$ cat src/rtl/hdp_pkg.sv
// HTTP date parser package: parse phases, date form codes, fields record.
// No dependencies; used by all hdp modules.
`timescale 1ns / 1ps
`default_nettype none
package hdp_pkg;

  typedef enum logic [4:0] {
    PH_WD0, PH_WD1, PH_WD2, PH_AFTWD, PH_WORD, PH_CSP, PH_DAY, PH_MO0,
    PH_MO1, PH_MO2, PH_MOSEP, PH_YEAR, PH_HOUR, PH_MIN, PH_SEC, PH_G,
    PH_M, PH_T, PH_AYEAR, PH_DONE
  } phase_t;

  typedef enum logic [1:0] {
    FMT_UNDECIDED, FMT_RFC1123, FMT_RFC850, FMT_ASCTIME
  } fmt_t;

  localparam int SecW = 39;
  localparam int QueueDepth = 2;

  // Fields of one parsed string, handed from front to back.
  typedef struct packed {
    logic       ok;
    fmt_t       fmt;
    logic [3:0] month;
    logic [6:0] day;
    logic [13:0] year;
    logic [6:0] hour;
    logic [6:0] minute;
    logic [6:0] second;
  } fields_t;

  function automatic logic is_digit(input logic [7:0] c);
    return c >= 8'h30 && c <= 8'h39;
  endfunction

  function automatic logic is_word(input logic [7:0] c);
    return is_digit(c) || (c >= 8'h41 && c <= 8'h5a) || (c >= 8'h61 && c <= 8'h7a)
      || c == 8'h5f;
  endfunction

  function automatic logic is_day_name(input logic [23:0] n);
    return n == 24'h53756e || n == 24'h4d6f6e || n == 24'h547565 || n == 24'h576564
      || n == 24'h546875 || n == 24'h467269 || n == 24'h536174;
  endfunction

  // Month lookup: bit 4 set when found, low bits give the index.
  function automatic logic [4:0] month_lookup(input logic [23:0] n);
    logic [4:0] r;
    r = 5'd0;
    case (n)
      24'h4a616e: r = 5'h10;
      24'h466562: r = 5'h11;
      24'h4d6172: r = 5'h12;
      24'h417072: r = 5'h13;
      24'h4d6179: r = 5'h14;
      24'h4a756e: r = 5'h15;
      24'h4a756c: r = 5'h16;
      24'h417567: r = 5'h17;
      24'h536570: r = 5'h18;
      24'h4f6374: r = 5'h19;
      24'h4e6f76: r = 5'h1a;
      24'h446563: r = 5'h1b;
      default: r = 5'd0;
    endcase
    return r;
  endfunction

endpackage
`default_nettype wire

$ cat src/rtl/hdp_front.sv
// Front end: per-byte character scanner of the HTTP date grammar.
// Depends on hdp_pkg; emits one fields_t record per string.
`timescale 1ns / 1ps
`default_nettype none
module hdp_front (
  input  wire logic             clk,
  input  wire logic             rst,
  input  wire logic [7:0]       ch,
  input  wire logic             last,
  input  wire logic             in_fire,
  output hdp_pkg::fields_t      rec,
  output logic                  rec_valid
);

  hdp_pkg::phase_t ph, ph_next;
  hdp_pkg::fmt_t   fmt, fmt_next;
  logic [23:0] letters, letters_next;
  logic [3:0]  month, month_next;
  logic [2:0]  dcnt, dcnt_next;
  logic [6:0]  day, day_next, hour, hour_next, minute, minute_next, second, second_next;
  logic [13:0] year, year_next;
  logic        mis, mis_next;
  logic [3:0]  dig;
  logic [23:0] shifted;
  logic [4:0]  mlook;
  logic        dg;

  assign dig = ch[3:0];
  assign dg = hdp_pkg::is_digit(ch);
  assign shifted = {letters[15:0], ch};
  assign mlook = hdp_pkg::month_lookup(shifted);

  function automatic logic [6:0] acc7(input logic [6:0] v, input logic [3:0] d);
    return 7'(v * 7'd10 + 7'(d));
  endfunction

  always_comb begin
    ph_next = ph; fmt_next = fmt; letters_next = letters; month_next = month;
    dcnt_next = dcnt; day_next = day; hour_next = hour; minute_next = minute;
    second_next = second; year_next = year; mis_next = mis;
    if (!mis) begin
      case (ph)
        hdp_pkg::PH_WD0, hdp_pkg::PH_WD1, hdp_pkg::PH_MO0, hdp_pkg::PH_MO1: begin
          letters_next = shifted;
          ph_next = hdp_pkg::phase_t'(ph + 5'd1);
        end
        hdp_pkg::PH_WD2: begin
          letters_next = shifted;
          if (hdp_pkg::is_day_name(shifted)) ph_next = hdp_pkg::PH_AFTWD;
          else mis_next = 1'b1;
        end
        hdp_pkg::PH_AFTWD: begin
          if (ch == ",") ph_next = hdp_pkg::PH_CSP;
          else if (ch == " ") begin
            fmt_next = hdp_pkg::FMT_ASCTIME; ph_next = hdp_pkg::PH_MO0;
          end else if (hdp_pkg::is_word(ch)) begin
            fmt_next = hdp_pkg::FMT_RFC850; ph_next = hdp_pkg::PH_WORD;
          end else mis_next = 1'b1;
        end
        hdp_pkg::PH_WORD: begin
          if (ch == ",") ph_next = hdp_pkg::PH_CSP;
          else if (!hdp_pkg::is_word(ch)) mis_next = 1'b1;
        end
        hdp_pkg::PH_CSP: begin
          if (ch == " ") ph_next = hdp_pkg::PH_DAY; else mis_next = 1'b1;
        end
        hdp_pkg::PH_DAY: begin
          if (dg) begin
            if (dcnt >= 3'd2) mis_next = 1'b1;
            else begin day_next = acc7(day, dig); dcnt_next = dcnt + 3'd1; end
          end else if (fmt == hdp_pkg::FMT_ASCTIME) begin
            if (ch != " ") mis_next = 1'b1;
            else if (dcnt != 3'd0) begin dcnt_next = '0; ph_next = hdp_pkg::PH_HOUR; end
          end else if (dcnt != 3'd0 && ch == " " && fmt == hdp_pkg::FMT_UNDECIDED) begin
            fmt_next = hdp_pkg::FMT_RFC1123; dcnt_next = '0; ph_next = hdp_pkg::PH_MO0;
          end else if (dcnt != 3'd0 && ch == "-") begin
            fmt_next = hdp_pkg::FMT_RFC850; dcnt_next = '0; ph_next = hdp_pkg::PH_MO0;
          end else mis_next = 1'b1;
        end
        hdp_pkg::PH_MO2: begin
          letters_next = shifted;
          if (mlook[4]) begin
            month_next = mlook[3:0]; ph_next = hdp_pkg::PH_MOSEP;
          end else mis_next = 1'b1;
        end
        hdp_pkg::PH_MOSEP: begin
          if (fmt == hdp_pkg::FMT_RFC850) begin
            if (ch == "-") ph_next = hdp_pkg::PH_YEAR; else mis_next = 1'b1;
          end else if (ch == " ") begin
            ph_next = (fmt == hdp_pkg::FMT_ASCTIME) ? hdp_pkg::PH_DAY : hdp_pkg::PH_YEAR;
          end else mis_next = 1'b1;
        end
        hdp_pkg::PH_YEAR, hdp_pkg::PH_AYEAR: begin
          if (dg) begin
            if (dcnt >= ((fmt == hdp_pkg::FMT_RFC850) ? 3'd2 : 3'd4)) mis_next = 1'b1;
            else begin
              year_next = 14'(year * 14'd10 + 14'(dig));
              dcnt_next = dcnt + 3'd1;
              if (ph == hdp_pkg::PH_AYEAR && dcnt == 3'd3) ph_next = hdp_pkg::PH_DONE;
            end
          end else if (ph == hdp_pkg::PH_YEAR && ch == " " &&
                       ((fmt == hdp_pkg::FMT_RFC850) ? dcnt != 3'd0 : dcnt == 3'd4)) begin
            dcnt_next = '0; ph_next = hdp_pkg::PH_HOUR;
          end else mis_next = 1'b1;
        end
        hdp_pkg::PH_HOUR, hdp_pkg::PH_MIN, hdp_pkg::PH_SEC: begin
          if (dg) begin
            if (dcnt >= 3'd2) mis_next = 1'b1;
            else begin
              dcnt_next = dcnt + 3'd1;
              if (ph == hdp_pkg::PH_HOUR) hour_next = acc7(hour, dig);
              else if (ph == hdp_pkg::PH_MIN) minute_next = acc7(minute, dig);
              else second_next = acc7(second, dig);
            end
          end else if (dcnt != 3'd0 && ph != hdp_pkg::PH_SEC && ch == ":") begin
            dcnt_next = '0;
            ph_next = (ph == hdp_pkg::PH_HOUR) ? hdp_pkg::PH_MIN : hdp_pkg::PH_SEC;
          end else if (dcnt != 3'd0 && ph == hdp_pkg::PH_SEC && ch == " ") begin
            dcnt_next = '0;
            ph_next = (fmt == hdp_pkg::FMT_ASCTIME) ? hdp_pkg::PH_AYEAR : hdp_pkg::PH_G;
          end else mis_next = 1'b1;
        end
        hdp_pkg::PH_G: if (ch == "G") ph_next = hdp_pkg::PH_M; else mis_next = 1'b1;
        hdp_pkg::PH_M: if (ch == "M") ph_next = hdp_pkg::PH_T; else mis_next = 1'b1;
        hdp_pkg::PH_T: if (ch == "T") ph_next = hdp_pkg::PH_DONE; else mis_next = 1'b1;
        default: mis_next = 1'b1;
      endcase
    end
  end

  always_comb begin
    rec.ok = !mis_next && ph_next == hdp_pkg::PH_DONE;
    rec.fmt = fmt_next;
    rec.month = month_next;
    rec.day = day_next;
    rec.year = year_next;
    rec.hour = hour_next;
    rec.minute = minute_next;
    rec.second = second_next;
    rec_valid = in_fire && last;
  end

  always_ff @(posedge clk) begin
    if (rst || (in_fire && last)) begin
      ph <= hdp_pkg::PH_WD0; fmt <= hdp_pkg::FMT_UNDECIDED; letters <= '0;
      month <= '0; dcnt <= '0; day <= '0; year <= '0; hour <= '0;
      minute <= '0; second <= '0; mis <= 1'b0;
    end else if (in_fire) begin
      ph <= ph_next; fmt <= fmt_next; letters <= letters_next; month <= month_next;
      dcnt <= dcnt_next; day <= day_next; year <= year_next; hour <= hour_next;
      minute <= minute_next; second <= second_next; mis <= mis_next;
    end
  end

endmodule
`default_nettype wire

$ cat src/rtl/hdp_queue.sv
// Small FIFO of parsed field records between front and back.
// Depends on hdp_pkg for fields_t.
`timescale 1ns / 1ps
`default_nettype none
module hdp_queue #(
  parameter int Depth = hdp_pkg::QueueDepth
) (
  input  wire logic        clk,
  input  wire logic        rst,
  input  hdp_pkg::fields_t wr_data,
  input  wire logic        wr_en,
  output logic             full,
  output hdp_pkg::fields_t rd_data,
  output logic             rd_valid,
  input  wire logic        rd_en
);

  localparam int AW = (Depth > 1) ? $clog2(Depth) : 1;

  hdp_pkg::fields_t mem [Depth];
  logic [AW-1:0] wp, rp;
  logic [AW:0]   cnt;

  function automatic logic [AW-1:0] inc(input logic [AW-1:0] p);
    return (p == AW'(Depth - 1)) ? '0 : p + AW'(1);
  endfunction

  assign full = cnt == (AW+1)'(Depth);
  assign rd_valid = cnt != '0;
  assign rd_data = mem[rp];

  always_ff @(posedge clk) begin
    if (wr_en) mem[wp] <= wr_data;
  end

  always_ff @(posedge clk) begin
    if (rst) begin
      wp <= '0; rp <= '0; cnt <= '0;
    end else begin
      if (wr_en) wp <= inc(wp);
      if (rd_en) rp <= inc(rp);
      cnt <= cnt + (AW+1)'(wr_en) - (AW+1)'(rd_en);
    end
  end

endmodule
`default_nettype wire

$ cat src/rtl/hdp_back.sv
// Back end: turns a fields record into epoch seconds over a short pipeline.
// Depends on hdp_pkg; reads hdp_queue, drives the output register.
`timescale 1ns / 1ps
`default_nettype none
module hdp_back (
  input  wire logic                      clk,
  input  wire logic                      rst,
  input  hdp_pkg::fields_t               rec,
  input  wire logic                      rec_valid,
  output logic                           rec_take,
  output logic                           valid_res,
  output logic signed [hdp_pkg::SecW-1:0] seconds,
  output logic                           out_valid,
  input  wire logic                      out_ready
);

  // Stage 1: era and day of year. Stage 2: days from civil date.
  // Stage 3: day*86400 + time. Stage 4: out.
  logic        s1_v, s2_v, s3_v;
  logic        s1_ok, s2_ok, s3_ok;
  logic [13:0] s1_y;
  logic [4:0]  s1_era;
  logic [8:0]  s1_doy;
  logic [6:0]  s1_day;
  logic [18:0] s1_tod, s2_tod;
  logic signed [23:0] s2_days;
  logic signed [hdp_pkg::SecW-1:0] s3_sec;
  logic        adv1, adv2, adv3, adv4;

  logic [14:0] yr;
  logic [15:0] y;
  logic [3:0]  mon, mp;
  logic [26:0] era_prod;
  logic [4:0]  era_c;
  logic [8:0]  doy_c;
  logic [18:0] tod_c;
  logic [8:0]  yoe;
  logic [1:0]  ycent;
  logic signed [23:0] days_c;

  // Day of year of the first of each month, counted from March.
  function automatic logic [8:0] doy_of(input logic [3:0] m);
    logic [8:0] r;
    case (m)
      4'd0:    r = 9'd0;
      4'd1:    r = 9'd31;
      4'd2:    r = 9'd61;
      4'd3:    r = 9'd92;
      4'd4:    r = 9'd122;
      4'd5:    r = 9'd153;
      4'd6:    r = 9'd184;
      4'd7:    r = 9'd214;
      4'd8:    r = 9'd245;
      4'd9:    r = 9'd275;
      4'd10:   r = 9'd306;
      4'd11:   r = 9'd337;
      default: r = 9'd0;
    endcase
    return r;
  endfunction

  always_comb begin
    yr = {1'b0, rec.year} + ((rec.fmt == hdp_pkg::FMT_RFC850) ? 15'd1900 : 15'd0);
    mon = rec.month + 4'd1;
    y = 16'(yr) + 16'd400 - ((mon < 4'd3) ? 16'd1 : 16'd0);
    // y / 400 by reciprocal; exact for y below 12800, as era_c holds five bits
    era_prod = 27'(y) * 27'd5243;
    era_c = era_prod[25:21];
    mp = (mon >= 4'd3) ? mon - 4'd3 : mon + 4'd9;
    doy_c = doy_of(mp);
    tod_c = 19'(rec.hour) * 19'd3600 + 19'(rec.minute) * 19'd60 + 19'(rec.second);
  end

  always_comb begin
    yoe = 9'(16'(s1_y) - 16'(s1_era) * 16'd400);
    if (yoe >= 9'd300) ycent = 2'd3;
    else if (yoe >= 9'd200) ycent = 2'd2;
    else if (yoe >= 9'd100) ycent = 2'd1;
    else ycent = 2'd0;
    days_c = 24'(s1_era) * 24'sd146097 + 24'(yoe) * 24'sd365 + 24'(yoe[8:2])
           - 24'(ycent) + 24'(s1_doy) - 24'sd719468 - 24'sd146097
           + 24'(s1_day) - 24'sd1;
  end

  assign adv4 = !out_valid || out_ready;
  assign adv3 = !s3_v || adv4;
  assign adv2 = !s2_v || adv3;
  assign adv1 = !s1_v || adv2;
  assign rec_take = rec_valid && adv1;

  always_ff @(posedge clk) begin
    if (adv1) begin
      s1_ok <= rec.ok; s1_y <= y[13:0]; s1_era <= era_c; s1_doy <= doy_c;
      s1_day <= rec.day; s1_tod <= tod_c;
    end
    if (adv2) begin
      s2_ok <= s1_ok; s2_days <= days_c; s2_tod <= s1_tod;
    end
    if (adv3) begin
      s3_ok <= s2_ok;
      s3_sec <= s2_ok ? hdp_pkg::SecW'(s2_days * 39'sd86400 + $signed({1'b0, s2_tod}))
                      : '1;
    end
    if (adv4 && s3_v) begin
      valid_res <= s3_ok; seconds <= s3_sec;
    end
  end

  always_ff @(posedge clk) begin
    if (rst) begin
      s1_v <= 1'b0; s2_v <= 1'b0; s3_v <= 1'b0; out_valid <= 1'b0;
    end else begin
      if (adv1) s1_v <= rec_valid;
      if (adv2) s2_v <= s1_v;
      if (adv3) s3_v <= s2_v;
      if (adv4) out_valid <= s3_v;
    end
  end

endmodule
`default_nettype wire

$ cat src/rtl/http_date_parser_unit.sv
// HTTP date parser top level: front scanner, field queue, epoch back end.
// Depends on hdp_pkg, hdp_front, hdp_queue, hdp_back.
//
// Usage: the in channel takes one character (ch) per request, last set on
// the final character of a date string (RFC1123, RFC850 or asctime form).
// One result request leaves on the out channel per string: valid_res and
// seconds since 1970-01-01 UTC, or valid_res 0 and seconds -1.
// Throughput: one character per cycle; the scanner updates its state in
// the cycle a character is accepted. The record of a string is written to
// the field queue on the edge that accepts its last character, then passes
// the era and day-of-year stage, days stage, seconds multiply stage and
// output register before out_valid is raised.
// The scanner and the back end are parted by a QueueDepth-entry queue, so
// input keeps flowing while a result waits; the input stalls only when the
// queue is full on a last character, i.e. after several back-to-back short
// strings with the receiver stalled.
// Reset (rst, synchronous) returns the scanner to start of string and
// empties queue and pipeline.
`timescale 1ns / 1ps
`default_nettype none
module http_date_parser_unit #(
  parameter int QueueDepth = hdp_pkg::QueueDepth
) (
  input  wire logic                       clk,
  input  wire logic                       rst,
  input  wire logic                       in_valid,
  output logic                            in_ready,
  input  wire logic [7:0]                 ch,
  input  wire logic                       last,
  output logic                            out_valid,
  input  wire logic                       out_ready,
  output logic                            valid_res,
  output logic signed [hdp_pkg::SecW-1:0] seconds
);

  hdp_pkg::fields_t frec, qrec;
  logic frec_valid, qfull, qvalid, qtake, in_fire;

  // Only a last character writes the queue, so others never wait.
  assign in_ready = !qfull || !last;
  assign in_fire = in_valid && in_ready;

  hdp_front u_front (
    .clk(clk), .rst(rst), .ch(ch), .last(last), .in_fire(in_fire),
    .rec(frec), .rec_valid(frec_valid)
  );

  hdp_queue #(.Depth(QueueDepth)) u_queue (
    .clk(clk), .rst(rst), .wr_data(frec), .wr_en(frec_valid), .full(qfull),
    .rd_data(qrec), .rd_valid(qvalid), .rd_en(qtake)
  );

  hdp_back u_back (
    .clk(clk), .rst(rst), .rec(qrec), .rec_valid(qvalid), .rec_take(qtake),
    .valid_res(valid_res), .seconds(seconds), .out_valid(out_valid),
    .out_ready(out_ready)
  );

endmodule
`default_nettype wire
$ cat config.mk
export PLATFORM = sky130hd
export DESIGN_NAME = http_date_parser_unit
export DESIGN_NICKNAME = d
export VERILOG_FILES = /design/src/rtl/hdp_pkg.sv /design/src/rtl/hdp_front.sv /design/src/rtl/hdp_queue.sv /design/src/rtl/hdp_back.sv /design/src/rtl/http_date_parser_unit.sv
export SDC_FILE = /design/constraint.sdc
export NUM_CORES = 2
export LEC_CHECK = 0
export BUFFER_PORTS_ARGS = -buffer_cell sky130_fd_sc_hd__buf_4
export CAP_MARGIN = 20
export CELL_PAD_IN_SITES_DETAIL_PLACEMENT = 1
export CELL_PAD_IN_SITES_GLOBAL_PLACEMENT = 1
export CORE_MARGIN = 2
export CORE_UTILIZATION = 47
export DETAILED_ROUTE_END_ITERATION = 7
export PLACE_DENSITY = 0.89
export SYNTH_ARGS = -nofsm -noshare
export SYNTH_HDL_FRONTEND = slang
export SYNTH_HIERARCHICAL = 1
export SYNTH_SLANG_ARGS = --single-unit
$ cat constraint.sdc
create_clock -name clk -period 8.3 [get_ports clk]
set_input_delay 1.245 -clock clk [delete_from_list [all_inputs] [get_ports clk]]
set_output_delay 1.245 -clock clk [all_outputs]
set_load 0.02 [all_outputs]
==> out/results.tsv <==
metric	value	unit
status	finished, violations left	
violations	negative setup slack	
slew_violations	0	
seq_area_frac_synth	29.5	%
worst_pin_slew	1.06	ns
syn_to_final_growth	10.6	%
num_rows	97	
grt_pass1_vias	28214	
syn_inst	3204	
hold_violations	0	
finalCritPeriodShare	101	%
timing.critical_path.mode_cell	inv_1	
dieArea	0.0730	mm^2
cts_buffers	40	
cts_max_level	2	
criticalPathCategory	flop to flop	
die-height	270	um
grt_start_max_net_pins	55	
grt_first_pass_wirelength	154000	um
setup_viol	5	
routed_wirelength	99700	um
dr.first_iter.drc_count	1574	
worstPathRequired	8.63	ns
synth_cell_types	105	
min_from	u_back/s3_sec[35]	
period_needed	8.41	ns
yosysWarnings	6	
skew	0.0279	ns
crit_fanout	7	
drive_gt1_share	10.6	%
initial_core_util	47.5	%
synthFlopType	edfxtp_1	
clock_latency	0.61	ns
cts_tree	built	
clock-sinks	354	
die_w	270	um
worst_setup_path_end_kind	flop	
grtUsageTotal	26.5	%
holdCritPathClass	flop to flop	
slowest_stage	fa_1	
wl_per_cell	23.3	um
nFillCells	7733	
holdWs	0.417	ns
vias	24983	
globalplace.congestion	0.915	
dp_hpwl	71500	um
cts_hold_buf	0	
drv_cap	0	
antenna_found_initial	0	
grt_busiest_layer	met2	
synthArstFlopShare	0	%
avgSynthCellArea	10.4	um^2
gr-usage-met3	3.97	%
synth-edff-count	272	
grt-ovfl-total	0	
fmax	119	MHz
vias_per_cell	5.85	
reg2reg_slack	-0.11	ns
io_buffers	54	
cts_root_buffer	clkbuf_16	
pin_count	55	
syn_area	0.0333	mm^2
final_nets	4075	
slew-limit-headroom	29.3	%
grtUsageMet2	49.4	%
setup_ws	-0.109	ns
clockBufferDepth	3	
dr.pass1.iters	5	
ys_ff_latch	354	
worstSetupStartpointType	flop	
slowest_delay	0.54	ns
clk_pin_slew	0.07	ns
cp.arrival	8.74	ns
route.detailed.drc	0	
drtAntennaViolNets	0	
core	0.0701	mm^2
grt_setup_unrepaired	true	
grt_use_met1	28.8	%
synthesis.nets	3979	
cell usage after synthesis (all sizes together), types with 17 or more instances:
cell type  number  area, um^2
a21o           52         390
a211oi         20         188
nor2          179         674
inv           588        2210
or2            18         113
nand2b         31         194
clkbuf         33         124
nand2         155         584
mux2           70         826
nand3          41         210
nand4          26         163
o21ai         117         597
a21oi         137         719
and2           29         181
edfxtp        272        8170
fa            258        5160
ha            504        6310
xor2           48         420
o211ai         18         173
dfxtp          82        1640
xnor2         123        1080
nor4           17         113
nor3           43         225
mux2i          49         490
buf            31         170
o21bai         21         161
nor2b          28         175
layout make-up:
cell class | instances | area [um^2] | area share [%]
clock buffer | 50 | 1100 | 2.99
sequential | 354 | 9810 | 26.6
tap | 940 | 1180 | 3.19
antenna | 1 | 2.50 | 0.00679
inverter | 588 | 2210 | 5.99
multi-input combinational | 2198 | 21300 | 58.0
timing repair buffer | 118 | 926 | 2.51
clock inverter | 24 | 255 | 0.693
registers in the layout, indices dropped and copies added (netlist names), 7 cells and up, named ones only:
| signal | flops |
|---|---|
| u_back/s1_day | 7 |
| u_front/letters | 16 |
| u_back/s1_doy | 9 |
| u_back/s2_days | 24 |
| u_back/s2_tod | 19 |
| u_back/s3_sec | 39 |
| u_front/year | 14 |
| u_back/s1_tod | 19 |
| u_front/minute | 7 |
| u_back/seconds | 39 |
| u_front/second | 7 |
| u_queue/mem | 98 |
| u_front/day | 7 |
| u_front/hour | 7 |
| u_back/s1_y | 9 |
path summary, 6_finish.rpt:
| path | end | depth (start not counted) |
|---|---|---|
| setup / recovery | u_back/s1_era[1] | 35 |
| setup reg to reg | u_back/s1_era[1] | 35 |
| hold / removal | u_back/seconds[35] | 0 |
| hold reg to reg | u_back/seconds[35] | 0 |
cells in the final DEF (no fill, tap or decap), types with 15 or more instances in the layout:
cell and n:
nand4_1 26, xor2_1 42, nor3_1 41, and3_1 15
nor2b_1 24, nand2_1 153, clkbuf_16 42, edfxtp_1 272
nor2_1 177, buf_4 111, mux2i_1 49, inv_1 584
dfxtp_1 81, and2_1 28, ha_1 497, mux2_2 53
nand2b_1 31, o21a_1 15, a211oi_1 17, xnor2_1 119
a21o_1 51, nand3_1 38, a21oi_1 127, o21ai_0 101
fa_1 257, o21bai_1 20, nor4_1 16
cells by family (layout without fill, tap and decap cells):
group                    count (synthesis)  after routing  synth area share [%]
AO/OA/AOI/OAI                          485            485                  9.91
buffers and inverters                  652            780                  7.51
adder cells (fa/ha/maj)                762            762                  34.4
other                                    0              1                     0
flip-flops                             354            354                  29.5
XOR/XNOR                               172            172                  4.56
AND/OR/NAND/NOR                        660            660                  10.2
multiplexers                           119            119                  3.95
critical path, delay by kind of cell (launching register included):
kind,cells,cell delay (ns)
compound gates,10,2.11
xor+xnor,2,0.33
fa+ha+maj,10,3.51
buf+inv,7,0.53
flops,1,0.43
mux,1,0.41
simple gates,5,0.82
metal layers:
layer	vias to the layer above	part of all wire, %
li1	11113	-
met3	406	4.2
met1	12589	37
met2	875	52
met5	-	0
met4	0	6.1
what timing repair did:
| action | CTS | global route |
|---|---|---|
| pin swaps | 3 | 25 |
| setup endpoints to repair | 5 | 5 |
| buffers inserted | 1 | 15 |
| gates resized for setup | 26 | 44 |
per-stage QoR:
stage               utilization (%)  area (um^2)  setup TNS (ns)  setup slack [ns]  instances
detailed placement             49.9        35000           -2.50            -0.563       4180
CTS                            52.0        36500               0            0.0326       4255
global route                   52.5        36800           -1.24            -0.286       4272
finish                         52.5        36800          -0.218            -0.109       4273
global placement               49.9        35000         -0.0234           -0.0234       4179
floorplan                         -        33300               0             0.144       3204
Power is not shown: default switching activity piles up to over one toggle a cycle in this logic, so the estimate is an artifact.
